--- config.mk ---
export PLATFORM = sky130hd
export DESIGN_NAME = osd_text_write_sequencer
export DESIGN_NICKNAME = d
export VERILOG_FILES = /design/src/hw/rtl/otws_pkg.sv /design/src/hw/rtl/otws_ram.sv /design/src/hw/rtl/otws_seq.sv /design/src/hw/rtl/osd_text_write_sequencer.sv
export VERILOG_INCLUDE_DIRS = /design/src /design/src/hw/rtl
export SDC_FILE = /design/constraint.sdc
export NUM_CORES = 2
export LEC_CHECK = 0
export BUFFER_PORTS_ARGS = -buffer_cell sky130_fd_sc_hd__buf_2
export CAP_MARGIN = 30
export CORE_UTILIZATION = 54
export CTS_CLUSTER_DIAMETER = 100
export DETAILED_ROUTE_END_ITERATION = 7
export PLACE_DENSITY = 0.73
export SETUP_SLACK_MARGIN = 0.3
export SYNTH_ARGS = -nofsm -noshare
export SYNTH_HDL_FRONTEND = slang
export SYNTH_SLANG_ARGS = --single-unit
export TNS_END_PERCENT = 1
--- constraint.sdc ---
create_clock -name clock -period 17.2 [get_ports clock]
set_input_delay 1.72 -clock clock [delete_from_list [all_inputs] [get_ports clock]]
set_output_delay 1.72 -clock clock [all_outputs]
set_load 0.05 [all_outputs]
--- src/hw/rtl/assert_macros.svh ---
// ----------------------------------------------------------------------------
// Assertion macros
// Shared concurrent assertion helpers for the OSD text write sequencer.
// ----------------------------------------------------------------------------
`ifndef ASSERT_MACROS_SVH
`define ASSERT_MACROS_SVH

`ifndef SYNTH

// A property that must hold at every clock edge outside reset.
`define ASSERT_ALWAYS(label, clk, rst, prop, msg) \
   label: assert property (@(posedge clk) disable iff (rst) (prop)) else $error(msg);

// A condition that forces a consequence in the cycle after it.
`define ASSERT_NEXT(label, clk, rst, ante, cons, msg) \
   label: assert property (@(posedge clk) disable iff (rst) (ante) |=> (cons)) else $error(msg);

`else

`define ASSERT_ALWAYS(label, clk, rst, prop, msg)
`define ASSERT_NEXT(label, clk, rst, ante, cons, msg)

`endif

`endif

--- src/hw/rtl/otws_pkg.sv ---
// ----------------------------------------------------------------------------
// OSD text write sequencer package
// Types, constants and the font translation shared by the sequencer files.
// ----------------------------------------------------------------------------
`default_nettype none

package otws_pkg;

   // Message store geometry. The depth is a power of two.
   localparam int STORE_DEPTH = 256;
   localparam int STORE_AW    = $clog2(STORE_DEPTH);

   typedef logic [STORE_AW-1:0] otws_addr_type;

   localparam logic [8:0] ROW_WIDTH = 9'd30;

   // Command codes.
   localparam logic [2:0] CMD_LOAD_CHAR    = 3'd0;
   localparam logic [2:0] CMD_START_WRITE  = 3'd1;
   localparam logic [2:0] CMD_START_CLEAR  = 3'd2;
   localparam logic [2:0] CMD_START_ENABLE = 3'd3;
   localparam logic [2:0] CMD_BYTE_DONE    = 3'd4;

   // Chip select actions.
   localparam logic [1:0] CS_NONE        = 2'd0;
   localparam logic [1:0] CS_RAISE_LOWER = 2'd1;
   localparam logic [1:0] CS_LOWER       = 2'd2;
   localparam logic [1:0] CS_RAISE_STOP  = 2'd3;

   // Chip register addresses and fixed bytes.
   localparam logic [7:0] REG_VM0      = 8'h00;
   localparam logic [7:0] REG_DMM      = 8'h04;
   localparam logic [7:0] REG_DMAH     = 8'h05;
   localparam logic [7:0] REG_DMAL     = 8'h06;
   localparam logic [7:0] BYTE_AUTOINC = 8'h01;
   localparam logic [7:0] BYTE_END     = 8'hFF;
   localparam logic [7:0] BYTE_CLEAR   = 8'h26;
   localparam logic [7:0] BYTE_ENABLE  = 8'h2C;
   localparam logic [7:0] VIDEO_MODE_RESET = 8'd40;

   // Steps of the text write sequence before the message bytes.
   localparam logic [8:0] STEP_DMAH     = 9'd0;
   localparam logic [8:0] STEP_ADDR_HI  = 9'd1;
   localparam logic [8:0] STEP_DMAL     = 9'd2;
   localparam logic [8:0] STEP_ADDR_LO  = 9'd3;
   localparam logic [8:0] STEP_DMM      = 9'd4;
   localparam logic [8:0] STEP_AUTOINC  = 9'd5;
   localparam logic [8:0] STEP_CHARS    = 9'd6;

   typedef enum logic [2:0] {
      MODE_NORMAL = 3'b001,
      MODE_CLEAR  = 3'b010,
      MODE_ENABLE = 3'b100
   } otws_mode_type;

   // One result word as decided by the sequencer.
   typedef struct packed {
      logic       valid;
      logic       from_store;
      logic [7:0] spi_byte;
      logic       sends_byte;
      logic [1:0] cs_action;
      logic       last;
   } otws_step_type;

   // Message store access as decided in a given cycle.
   typedef struct packed {
      logic          wr_en;
      otws_addr_type wr_addr;
      logic [7:0]    wr_data;
      logic          rd_en;
      otws_addr_type rd_addr;
   } otws_mem_type;

   function automatic logic [7:0] font_code(input logic [7:0] c);
      logic [7:0] code;
      if (c inside {[8'h61:8'h7A]}) begin
         code = c - 8'h3C;
      end else if (c inside {[8'h31:8'h39]}) begin
         code = c - 8'h30;
      end else if (c inside {[8'h41:8'h5A]}) begin
         code = c - 8'h36;
      end else if (c == 8'h20) begin
         code = 8'h00;
      end else if (c == 8'h30) begin
         code = 8'h0A;
      end else if (c == 8'h2E) begin
         code = 8'h41;
      end else begin
         code = 8'h20;
      end
      return code;
   endfunction

endpackage

`default_nettype wire

--- src/hw/rtl/otws_ram.sv ---
// ----------------------------------------------------------------------------
// Generic RAM
// Single write port, single read port with a registered read.
// ----------------------------------------------------------------------------
`default_nettype none

module otws_ram #(
   parameter int WIDTH = 8,
   parameter int DEPTH = 256
) (
   input  wire logic                     clock,
   input  wire logic                     wr_en,
   input  wire logic [$clog2(DEPTH)-1:0] wr_addr,
   input  wire logic [WIDTH-1:0]         wr_data,
   input  wire logic                     rd_en,
   input  wire logic [$clog2(DEPTH)-1:0] rd_addr,
   output logic      [WIDTH-1:0]         rd_data
);

   logic [WIDTH-1:0] mem_ff [DEPTH];
   logic [WIDTH-1:0] rd_data_ff;

   always_ff @(posedge clock) begin
      if (wr_en) begin
         mem_ff[wr_addr] <= wr_data;
      end
      if (rd_en) begin
         rd_data_ff <= mem_ff[rd_addr];
      end
   end

   assign rd_data = rd_data_ff;

endmodule

`default_nettype wire

--- src/hw/rtl/otws_seq.sv ---
// ----------------------------------------------------------------------------
// OSD text write sequence control
// Holds the sequence state and decides each result word and store access.
// ----------------------------------------------------------------------------
`default_nettype none
`include "assert_macros.svh"

module otws_seq (
   input  wire logic                  clock,
   input  wire logic                  reset,
   input  wire logic                  accept,
   input  wire logic [2:0]            cmd,
   input  wire logic [7:0]            slot,
   input  wire logic [7:0]            char_code,
   input  wire logic                  translate,
   input  wire logic [3:0]            row,
   input  wire logic [4:0]            col,
   input  wire logic [7:0]            message_length,
   input  wire logic                  csr_wr_en,
   input  wire logic [7:0]            csr_wr_data,
   output otws_pkg::otws_step_type    step,
   output otws_pkg::otws_mem_type     mem
);

   otws_pkg::otws_mode_type mode_ff, mode_in;
   logic       busy_ff, busy_in;
   logic [8:0] step_ff, step_in;
   logic       addr_hi_ff, addr_hi_in;
   logic [7:0] addr_lo_ff, addr_lo_in;
   logic [7:0] len_ff, len_in;
   logic [7:0] vmode_ff, vmode_in;
   logic [8:0] pos;
   logic [8:0] char_end;

   always_comb begin
      mode_in    = mode_ff;
      busy_in    = busy_ff;
      step_in    = step_ff;
      addr_hi_in = addr_hi_ff;
      addr_lo_in = addr_lo_ff;
      len_in     = len_ff;
      vmode_in   = csr_wr_en ? csr_wr_data : vmode_ff;
      pos        = ({5'b0, row} * otws_pkg::ROW_WIDTH) + {4'b0, col};
      char_end   = {1'b0, len_ff} + otws_pkg::STEP_CHARS;
      step       = '0;
      mem        = '0;
      mem.wr_addr = otws_pkg::otws_addr_type'(slot);
      mem.wr_data = translate ? otws_pkg::font_code(char_code) : char_code;
      mem.rd_addr = otws_pkg::otws_addr_type'(step_ff - otws_pkg::STEP_CHARS);
      if (accept) begin
         case (cmd)
            otws_pkg::CMD_LOAD_CHAR: begin
               mem.wr_en = (int'(slot) < otws_pkg::STORE_DEPTH);
            end
            otws_pkg::CMD_START_WRITE: begin
               mode_in    = otws_pkg::MODE_NORMAL;
               busy_in    = 1'b1;
               step_in    = '0;
               addr_hi_in = pos[8];
               addr_lo_in = pos[7:0];
               len_in     = message_length;
               step.valid      = 1'b1;
               step.spi_byte   = otws_pkg::REG_DMAH;
               step.sends_byte = 1'b1;
               step.cs_action  = otws_pkg::CS_LOWER;
            end
            otws_pkg::CMD_START_CLEAR, otws_pkg::CMD_START_ENABLE: begin
               mode_in = (cmd == otws_pkg::CMD_START_CLEAR) ?
                         otws_pkg::MODE_CLEAR : otws_pkg::MODE_ENABLE;
               busy_in = 1'b1;
               step_in = '0;
               step.valid      = 1'b1;
               step.spi_byte   = otws_pkg::REG_VM0;
               step.sends_byte = 1'b1;
               step.cs_action  = otws_pkg::CS_RAISE_LOWER;
            end
            otws_pkg::CMD_BYTE_DONE: begin
               if (busy_ff) begin
                  step.valid      = 1'b1;
                  step.sends_byte = 1'b1;
                  step.cs_action  = otws_pkg::CS_RAISE_LOWER;
                  if (mode_ff != otws_pkg::MODE_NORMAL) begin
                     if (step_ff == otws_pkg::STEP_DMAH) begin
                        step_in        = 9'd1;
                        step.spi_byte  = (mode_ff == otws_pkg::MODE_CLEAR) ?
                                         otws_pkg::BYTE_CLEAR : otws_pkg::BYTE_ENABLE;
                        step.cs_action = otws_pkg::CS_NONE;
                     end else begin
                        mode_in         = otws_pkg::MODE_NORMAL;
                        busy_in         = 1'b0;
                        step_in         = '0;
                        step.sends_byte = 1'b0;
                        step.cs_action  = otws_pkg::CS_RAISE_STOP;
                        step.last       = 1'b1;
                     end
                  end else begin
                     step_in = step_ff + 9'd1;
                     case (step_ff)
                        otws_pkg::STEP_DMAH: begin
                           step.spi_byte = otws_pkg::REG_DMAH;
                        end
                        otws_pkg::STEP_ADDR_HI: begin
                           step.spi_byte  = {7'b0, addr_hi_ff};
                           step.cs_action = otws_pkg::CS_NONE;
                        end
                        otws_pkg::STEP_DMAL: begin
                           step.spi_byte = otws_pkg::REG_DMAL;
                        end
                        otws_pkg::STEP_ADDR_LO: begin
                           step.spi_byte  = addr_lo_ff;
                           step.cs_action = otws_pkg::CS_NONE;
                        end
                        otws_pkg::STEP_DMM: begin
                           step.spi_byte = otws_pkg::REG_DMM;
                        end
                        otws_pkg::STEP_AUTOINC: begin
                           step.spi_byte  = otws_pkg::BYTE_AUTOINC;
                           step.cs_action = otws_pkg::CS_NONE;
                        end
                        default: begin
                           if (step_ff < char_end) begin
                              step.from_store = 1'b1;
                              mem.rd_en       = 1'b1;
                           end else if (step_ff == char_end) begin
                              step.spi_byte = otws_pkg::BYTE_END;
                           end else if (step_ff == char_end + 9'd1) begin
                              step.spi_byte = otws_pkg::REG_VM0;
                           end else if (step_ff == char_end + 9'd2) begin
                              step.spi_byte  = vmode_ff;
                              step.cs_action = otws_pkg::CS_NONE;
                           end else begin
                              busy_in         = 1'b0;
                              step_in         = '0;
                              step.sends_byte = 1'b0;
                              step.cs_action  = otws_pkg::CS_RAISE_STOP;
                              step.last       = 1'b1;
                           end
                        end
                     endcase
                  end
               end
            end
            default: begin
            end
         endcase
      end
   end

   always_ff @(posedge clock) begin
      if (reset) begin
         mode_ff    <= otws_pkg::MODE_NORMAL;
         busy_ff    <= 1'b0;
         step_ff    <= '0;
         addr_hi_ff <= 1'b0;
         addr_lo_ff <= '0;
         len_ff     <= '0;
         vmode_ff   <= otws_pkg::VIDEO_MODE_RESET;
      end else begin
         mode_ff    <= mode_in;
         busy_ff    <= busy_in;
         step_ff    <= step_in;
         addr_hi_ff <= addr_hi_in;
         addr_lo_ff <= addr_lo_in;
         len_ff     <= len_in;
         vmode_ff   <= vmode_in;
      end
   end

   `ASSERT_ALWAYS(a_idle_step_zero, clock, reset, !busy_ff |-> step_ff == 9'd0, "Step count left non-zero while idle")
   `ASSERT_ALWAYS(a_short_mode_step, clock, reset, mode_ff != otws_pkg::MODE_NORMAL |-> step_ff <= 9'd1, "Clear or enable sequence ran past its second step")
   `ASSERT_ALWAYS(a_read_in_text, clock, reset, mem.rd_en |-> busy_ff && mode_ff == otws_pkg::MODE_NORMAL && !mem.wr_en, "Store read outside a text write")
   `ASSERT_NEXT(a_start_write, clock, reset, accept && cmd == otws_pkg::CMD_START_WRITE, busy_ff && step_ff == 9'd0 && mode_ff == otws_pkg::MODE_NORMAL, "Start write did not restart the sequence")

endmodule

`default_nettype wire

--- src/hw/rtl/osd_text_write_sequencer.sv ---
// ----------------------------------------------------------------------------
// OSD text write sequencer
// Turns load, start and byte-done commands into serial bytes for an OSD chip.
// ----------------------------------------------------------------------------
//  Channel  Direction  Handshake              Content
//  req_     in         req_tvalid/req_tready  command word
//  rsp_     out        rsp_tvalid/rsp_tready  serial byte with chip select action
//  csr_     in         csr_wr_en              video mode register value
//
//  One command word is accepted per cycle unless the result side stalls; a result word
//  passes the result stage, then the output register. The message store has one
//  read and one write port; the read is registered. Those two registers absorb a
//  stalled result side. Reset is synchronous; the message store is not cleared.
// ----------------------------------------------------------------------------
`default_nettype none

module osd_text_write_sequencer (
   input  wire logic        clock,
   input  wire logic        reset,
   input  wire logic        req_tvalid,
   output logic             req_tready,
   // slot[7:0], char_code[15:8], row[19:16], col[24:20], message_length[32:25]
   input  wire logic [39:0] req_tdata,
   // cmd[2:0], translate[3]
   input  wire logic [3:0]  req_tuser,
   output logic             rsp_tvalid,
   input  wire logic        rsp_tready,
   // spi_byte[7:0]
   output logic      [7:0]  rsp_tdata,
   // sends_byte[0], cs_action[2:1]
   output logic      [2:0]  rsp_tuser,
   output logic             rsp_tlast,
   input  wire logic        csr_wr_en,
   input  wire logic [7:0]  csr_wr_data
);

   otws_pkg::otws_step_type step;
   otws_pkg::otws_mem_type  mem;
   otws_pkg::otws_step_type s1_ff, s1_in;
   logic       s1_valid_ff, s1_valid_in;
   logic       out_valid_ff, out_valid_in;
   logic [7:0] out_byte_ff, out_byte_in;
   logic       out_sends_ff, out_sends_in;
   logic [1:0] out_cs_ff, out_cs_in;
   logic       out_last_ff, out_last_in;
   logic [7:0] rd_data;
   logic       s1_move;
   logic       accept;

   assign s1_move    = s1_valid_ff && (!out_valid_ff || rsp_tready);
   assign req_tready = !s1_valid_ff || s1_move;
   assign accept     = req_tvalid && req_tready;

   otws_seq u_seq (
      .clock          (clock),
      .reset          (reset),
      .accept         (accept),
      .cmd            (req_tuser[2:0]),
      .slot           (req_tdata[7:0]),
      .char_code      (req_tdata[15:8]),
      .translate      (req_tuser[3]),
      .row            (req_tdata[19:16]),
      .col            (req_tdata[24:20]),
      .message_length (req_tdata[32:25]),
      .csr_wr_en      (csr_wr_en),
      .csr_wr_data    (csr_wr_data),
      .step           (step),
      .mem            (mem)
   );

   otws_ram #(
      .WIDTH (8),
      .DEPTH (otws_pkg::STORE_DEPTH)
   ) u_store (
      .clock   (clock),
      .wr_en   (mem.wr_en),
      .wr_addr (mem.wr_addr),
      .wr_data (mem.wr_data),
      .rd_en   (mem.rd_en),
      .rd_addr (mem.rd_addr),
      .rd_data (rd_data)
   );

   always_comb begin
      s1_in        = s1_ff;
      s1_valid_in  = s1_valid_ff;
      out_valid_in = out_valid_ff;
      out_byte_in  = out_byte_ff;
      out_sends_in = out_sends_ff;
      out_cs_in    = out_cs_ff;
      out_last_in  = out_last_ff;
      if (accept) begin
         s1_in       = step;
         s1_valid_in = step.valid;
      end else if (s1_move) begin
         s1_valid_in = 1'b0;
      end
      if (s1_move) begin
         out_valid_in = 1'b1;
         out_byte_in  = s1_ff.from_store ? rd_data : s1_ff.spi_byte;
         out_sends_in = s1_ff.sends_byte;
         out_cs_in    = s1_ff.cs_action;
         out_last_in  = s1_ff.last;
      end else if (rsp_tready) begin
         out_valid_in = 1'b0;
      end
   end

   always_ff @(posedge clock) begin
      if (reset) begin
         s1_valid_ff  <= 1'b0;
         out_valid_ff <= 1'b0;
      end else begin
         s1_valid_ff  <= s1_valid_in;
         out_valid_ff <= out_valid_in;
      end
      s1_ff        <= s1_in;
      out_byte_ff  <= out_byte_in;
      out_sends_ff <= out_sends_in;
      out_cs_ff    <= out_cs_in;
      out_last_ff  <= out_last_in;
   end

   assign rsp_tvalid = out_valid_ff;
   assign rsp_tdata  = out_byte_ff;
   assign rsp_tuser  = {out_cs_ff, out_sends_ff};
   assign rsp_tlast  = out_last_ff;

endmodule

`default_nettype wire

Word level (Yosys, flattened, before mapping) --
Memories as Yosys holds them, arrays and structs flattened. A register that Yosys moved wholly into a read port is not among the register bits. Index checks and enable logic that the tools add are counted.
Cells by class: $add $sub $neg 9, multipliers 1, divide/modulo/power cells 0, order comparisons 7, equal/unequal tests 20, shift-type cells 0, muxes and demuxes 65, bitwise operators 0, reduce and logical (&&, ||, !) cells 25
Operators with widths (count):
- $mux W8 | 11
- $mux W9 | 7
- $pmux W8 S6 | 1
- $pmux W11 S3 | 1
- $eq A9 B9 Y1 | 3
- $mux W1 | 27
- $eq A8 B6 Y1 const B | 3
- $mux W12 | 2
- $sub A8 B6 Y8 const B | 3
- $add A9 B1 Y9 const B | 2
- $eq A9 B2 Y1 const B | 2
- $eq A9 B3 Y1 const B | 2
- $pmux W9 S2 | 1
- $ge A8 B7 Y1 const B | 2
- $le A8 B7 Y1 const B | 2
- $mux W14 | 1
- $mux W3 | 4
- $mux W4 | 3
- $add A8 B3 Y9 const B | 1
- $add A9 B2 Y9 const B | 1
- $add A9 B5 Y9 | 1
- $eq A3 B2 Y1 const B | 3
- $eq A9 B1 Y1 const B | 1
- $logic_not A9 Y1 | 1
- 27 further kinds | 42
Storage, ports and cells: register bits after elaboration 65, bits in latches 0, bits in writable memories 2048, memory bits (read-only) 0, bits of input ports 57, output and inout bits 14, memories kept 1
Memories:
- u_store.mem_ff | depth 256, width 8, read ports 1, clocked after memory_dff 1, write ports 1, RTL line otws_ram.sv:20 | logic [WIDTH-1:0] mem_ff [DEPTH];

Logic depth before layout (Yosys ltp) --
word-level depth 12, mapped depth 14

By module --
Synthesis repeated with hierarchy kept, for this count alone.
Second synthesis, totals: cells, all modules 4325, area total of the unflattened synthesis 84775.1 um^2
By module, submodules not included:
- otws_ram | instances 1, cells an instance 3733, area an instance 79636.4 um^2, sequential area each 61739.2 um^2
- otws_seq | instances 1, cells an instance 547, area an instance 4165.2 um^2, sequential area each 760.7 um^2
- osd_text_write_sequencer | instances 1, cells an instance 45, area an instance 973.4 um^2, sequential area each 790.8 um^2

Worst setup path before layout --
OpenSTA, ideal clock, no wires.
path kind input to register, start point input port req_tdata[10], end point memory u_store.mem_ff[0][4], data pin, library setup time 2.243 ns, arrival 13.565 ns, required time 14.957 ns, slack 1.392 ns, cell stages on the path 8, path buffers 0, path through inv_1 -> ha_1 -> o21ai_0 -> nand2_1 -> nand2_1 -> a2111oi_1 -> a21oi_1 -> o31ai_1
RTL lines:
- start, declared | RTL line osd_text_write_sequencer.sv:23 | input wire logic [39:0] req_tdata,
- end, declared | RTL line otws_ram.sv:20

Worst setup path in the final report --
start point register u_seq.step_ff[0], end point register u_store.rd_data_ff[4], in the netlist u_store.rd_data[4] (read register of u_store.mem_ff), data pin
Between the ends: word-level cells in the longest chain between the ends 7
RTL lines:
- start, declared | RTL line otws_seq.sv:27 | logic [8:0] step_ff, step_in;
- start signal, assigned | RTL line otws_seq.sv:161 | step_ff <= step_in;
- $lt A9 B9 Y1, or another cell as far along | RTL line otws_seq.sv:121 | if (step_ff < char_end) begin
- $mux W1 or $reduce_or A6 Y1 (tied branches)
- $mux W1 | RTL line otws_seq.sv:98 | case (step_ff)
- $mux W1 | RTL line otws_seq.sv:82 | if (mode_ff != otws_pkg::MODE_NORMAL) begin
- $mux W1 | RTL line otws_seq.sv:78 | if (busy_ff) begin
- $mux W1 | RTL line otws_seq.sv:51 | case (cmd)
- $mux W1 | RTL line otws_seq.sv:50 | if (accept) begin
- end, declared | RTL line otws_ram.sv:21 | logic [WIDTH-1:0] rd_data_ff;
Several ways; a longest one is shown, not always the timed one. A chain may end at the register's enable or synchronous reset.

==> impl_metrics.py <==
metrics = {
    "synth": {
        "post_synthesis_sequential_area_ratio_pct": 75.0,
        "yosysWarnings": 0,
        "ys_top_cells_by_area": "sky130_fd_sc_hd__edfxtp_1 74%, sky130_fd_sc_hd__mux4_2 17%, sky130_fd_sc_hd__nor2_1 1.3%",
        "synth_top_cell_area_share_pct": 74.0,
        "netlist_instances": 3931,
        "synth.largest_area_cell": "sky130_fd_sc_hd__edfxtp_1",
        "synthArstFlopShare_pct": 0,
        "synth-edff-count": 2081,
        "synth_flop_cell": "sky130_fd_sc_hd__edfxtp_1",
        "syn_area_per_cell_sq_um": 21.5,
        "yosys_register_bits": 2121,
        "synth_cell_types": 78,
        "synthesis.area_sq_um": 84400,
        "synth_fp_nets": 4039,
        "yosysMostFrequentCell": "sky130_fd_sc_hd__edfxtp_1",
        "yosys-top-cells-count": "2,081 x sky130_fd_sc_hd__edfxtp_1, 640 x sky130_fd_sc_hd__mux4_2, 300 x sky130_fd_sc_hd__nor2_1, 124 x sky130_fd_sc_hd__clkbuf_1, 100 x sky130_fd_sc_hd__nand2_1",
    },
    "pwr": {
        "vdd_drop_max_v": 0.0000999,
        "power_density_nw_per_um2": 109,
        "power.static_leakage_nw": 26.4,
        "power.total_mw": 10.2,
    },
    "global_routing": {
        "overflow": 0,
        "first_pass_grt_wire_length_um": 269000,
        "first_global_vias": 39900,
        "grt_usage_pct": 23.3,
        "pin_count_of_the_biggest_net_entering_global_routing": 256,
        "antenna_found_initial": 8,
    },
    "finish": {
        "finalNetCount": 4157,
        "final_area_sq_um": 93600,
        "flow.area_growth_from_synthesis_pct": 10.9,
        "final.fill_count": 10400,
        "filler_free_cell_count_of_the_finished_design": 6266,
        "post_route_cells_drive_above_1_share_pct": 25.9,
    },
    "setup_path": {
        "worst_setup_path_start_kind": "flip-flop",
        "worst-endpoint-arrival_ps": 6450,
        "setup.worst_path.end_class": "flip-flop",
        "worstSetupPathType": "reg -> reg",
        "cpMostUsedCell": "sky130_fd_sc_hd__mux2i_1",
        "crit_fanout": 93,
        "timing.reg2reg.setup_slack_ps": 11280,
        "cp_slowest_cell": "sky130_fd_sc_hd__dfxtp_4",
        "critical_path.top_delay_family": "multiplexers",
        "crit_chain": "buf_12 > buf_12 > buf_4 > buf_16 > mux4_2 > mux4_2 > mux2i_1 > a21oi_1 > mux2i_1 > mux2i_1",
        "worst_ep_required_time_ps": 17730,
        "critical_path.max_stage_delay_ps": 750,
        "critical_path.n_buffers_inverters": 4,
    },
    "clock_tree": {
        "count_of_hold_fix_buffers_inserted_at_cts": 0,
        "total_clock_sinks": 2121,
        "ctsRootBufferMaster": "sky130_fd_sc_hd__clkbuf_16",
        "clock_tree_from_tritoncts": "done",
        "cts-buffers-inserted": 201,
        "clk_path_buf_depth": 3,
        "clock_pin_slew_on_the_worst_setup_and_hold_paths_ps": 60,
        "cts_resized": 0,
        "worst_skew_pair.late_latency_ps": 850,
        "ctsHtreeMaxLevel": 4,
        "cts_post_setup_buffers_inserted": 0,
    },
    "sta": {
        "final.min_clock_period_ps": 5920,
        "timing_hold_violations_final": 0,
        "achievable-frequency_mhz": 169,
        "worst_slew_margin_rel_pct": 5.56,
        "maxSlewViolCount": 0,
        "rsz_0062_raised_after_global_routing": "no",
        "setup_tns_ps": 0,
        "setup_viol_count_final": 0,
        "skew_ps": 22.0,
        "tightestPinTransition_ps": 1420,
        "final.period_utilization_pct": 34.4,
    },
    "placement": {
        "gp_congestion": 0.834,
        "total_cell_area_at_the_placement_stage_sq_um": 87200,
        "number_of_cells_after_detailed_placement": 5883,
        "detailedPlacementHpwl_um": 105000,
        "io_buffer_count": 63,
    },
    "floorplan": {
        "floorplan.die.height_um": 397,
        "placeable_core_region_sq_um": 155000,
        "floorplan.die.width_um": 397,
        "initial_utilization_pct": 54.6,
        "boundaryPins": 71,
        "design.die.area_sq_um": 158000,
        "num_rows": 144,
    },
    "job": {
        "cap_viol_max_count": 0,
    },
    "detailed_routing": {
        "dr.first_iter.drc_count": 4416,
        "final_routed_wire_length_divided_by_cell_count_um": 28.9,
        "drt_first_pass_iters": 5,
        "detail-route-antenna-nets": 0,
        "total_drc_errors_in_the_routed_layout": 0,
        "via_count": 39900,
        "wirelength_um": 181000,
        "vias_per_cell": 6.37,
    },
    "min_path": {
        "min_path_type": "reg -> reg",
    },
    "status": {
        "outcome": "finished, final reports clean",
    },
}
[power breakdown]
group | total [mW] | switching (mW) | internal (mW) | leakage (nW)
logic | 0.244 | 0.188 | 0.0559 | 5.49
registers | 5.72 | 0.00426 | 5.72 | 17.8
clock network | 4.23 | 1.88 | 2.35 | 3.05
[path summary, 6_finish.rpt]
kind,from,endpoint,depth (start not counted)
setup / recovery,u_seq.step_ff[0]$_SDFFE_PP0P_,u_store.rd_data[4]$_DFFE_PP_,10
hold / removal,s1_ff[0]$_SDFFCE_PN0P_,rsp_tlast$_DFFE_PP_,0
setup reg to reg,u_seq.step_ff[0]$_SDFFE_PP0P_,u_store.rd_data[4]$_DFFE_PP_,10
hold reg to reg,s1_ff[0]$_SDFFCE_PN0P_,rsp_tlast$_DFFE_PP_,0
[metrics by stage]
stage	util [%]	hold slack [ps]	worst slack [ps]
6_report	60.5	420	11280
5_1_grt	60.5	432	10810
4_1_cts	60.4	421	11120
3_5_place_dp	56.4	405	11050
3_3_place_gp	56.3	406	10970
2_1_floorplan	-	400	1390
[sequential cells by signal (all words and copies together) (netlist names), 8 cells and up]
signal            cells
u_seq.vmode_ff        8
u_seq.step_ff         9
u_seq.len_ff          8
s1_ff                13
u_store.mem_ff     2048
u_store.rd_data       8
rsp_tdata             8
u_seq.addr_lo_ff      8
[logic make-up (layout without fill, tap and decap cells)]
kind of cell / Yosys count / in the layout / synth area share, %
other cells: 0 / 4 / 0
simple gates: 536 / 536 / 2.79
buf+inv: 247 / 534 / 1.21
flops: 2121 / 2121 / 75.0
compound gates: 219 / 219 / 1.74
xor+xnor: 38 / 38 / 0.428
mux: 719 / 719 / 18.0
fa+ha+maj: 51 / 51 / 0.809
[per-layer routing]
metal | vias to the layer above | GRT usage, % | share of wire, %
met5 | - | 0 | 0.022
met4 | 8 | 6.61 | 2.4
met3 | 280 | 4.71 | 8.3
met2 | 1810 | 37.0 | 49
met1 | 21200 | 33.2 | 40
li1 | 16600 | - | -
[final cells by class]
| class | instances | area, sq um | area share, % |
|---|---|---|---|
| inverters | 31 | 116 | 0.124 |
| well taps | 2044 | 2560 | 2.73 |
| diodes | 4 | 10.0 | 0.0107 |
| repair buffers | 131 | 1060 | 1.13 |
| flip-flops and latches | 2121 | 63300 | 67.7 |
| clock inverters | 127 | 1010 | 1.08 |
| clock buffers | 245 | 5240 | 5.60 |
| multi-input cells | 1563 | 20300 | 21.7 |
[cell usage in the layout, fill, tap and decap left out, drive strengths merged, types with 7 or more instances in the layout]
master    netlist  final
a211oi         42     42
a221oi          9      9
nor2          300    300
xnor2          20     20
buf            92    131
clkinvlp        0      8
o21ai          25     25
and2            7      7
nor2b          42     42
mux4          640    640
nand2         100    100
a21o           14     14
mux2i          68     68
nand3          25     25
xor2           17     17
clkbuf        124    245
clkinv          0     98
dfxtp          40     40
mux2           11     11
a21oi          83     83
edfxtp       2081   2081
nor3            8      8
inv            31     40
bufinv          0     12
ha             45     45
nand2b         12     12
Power figures use the tool's default switching activity.
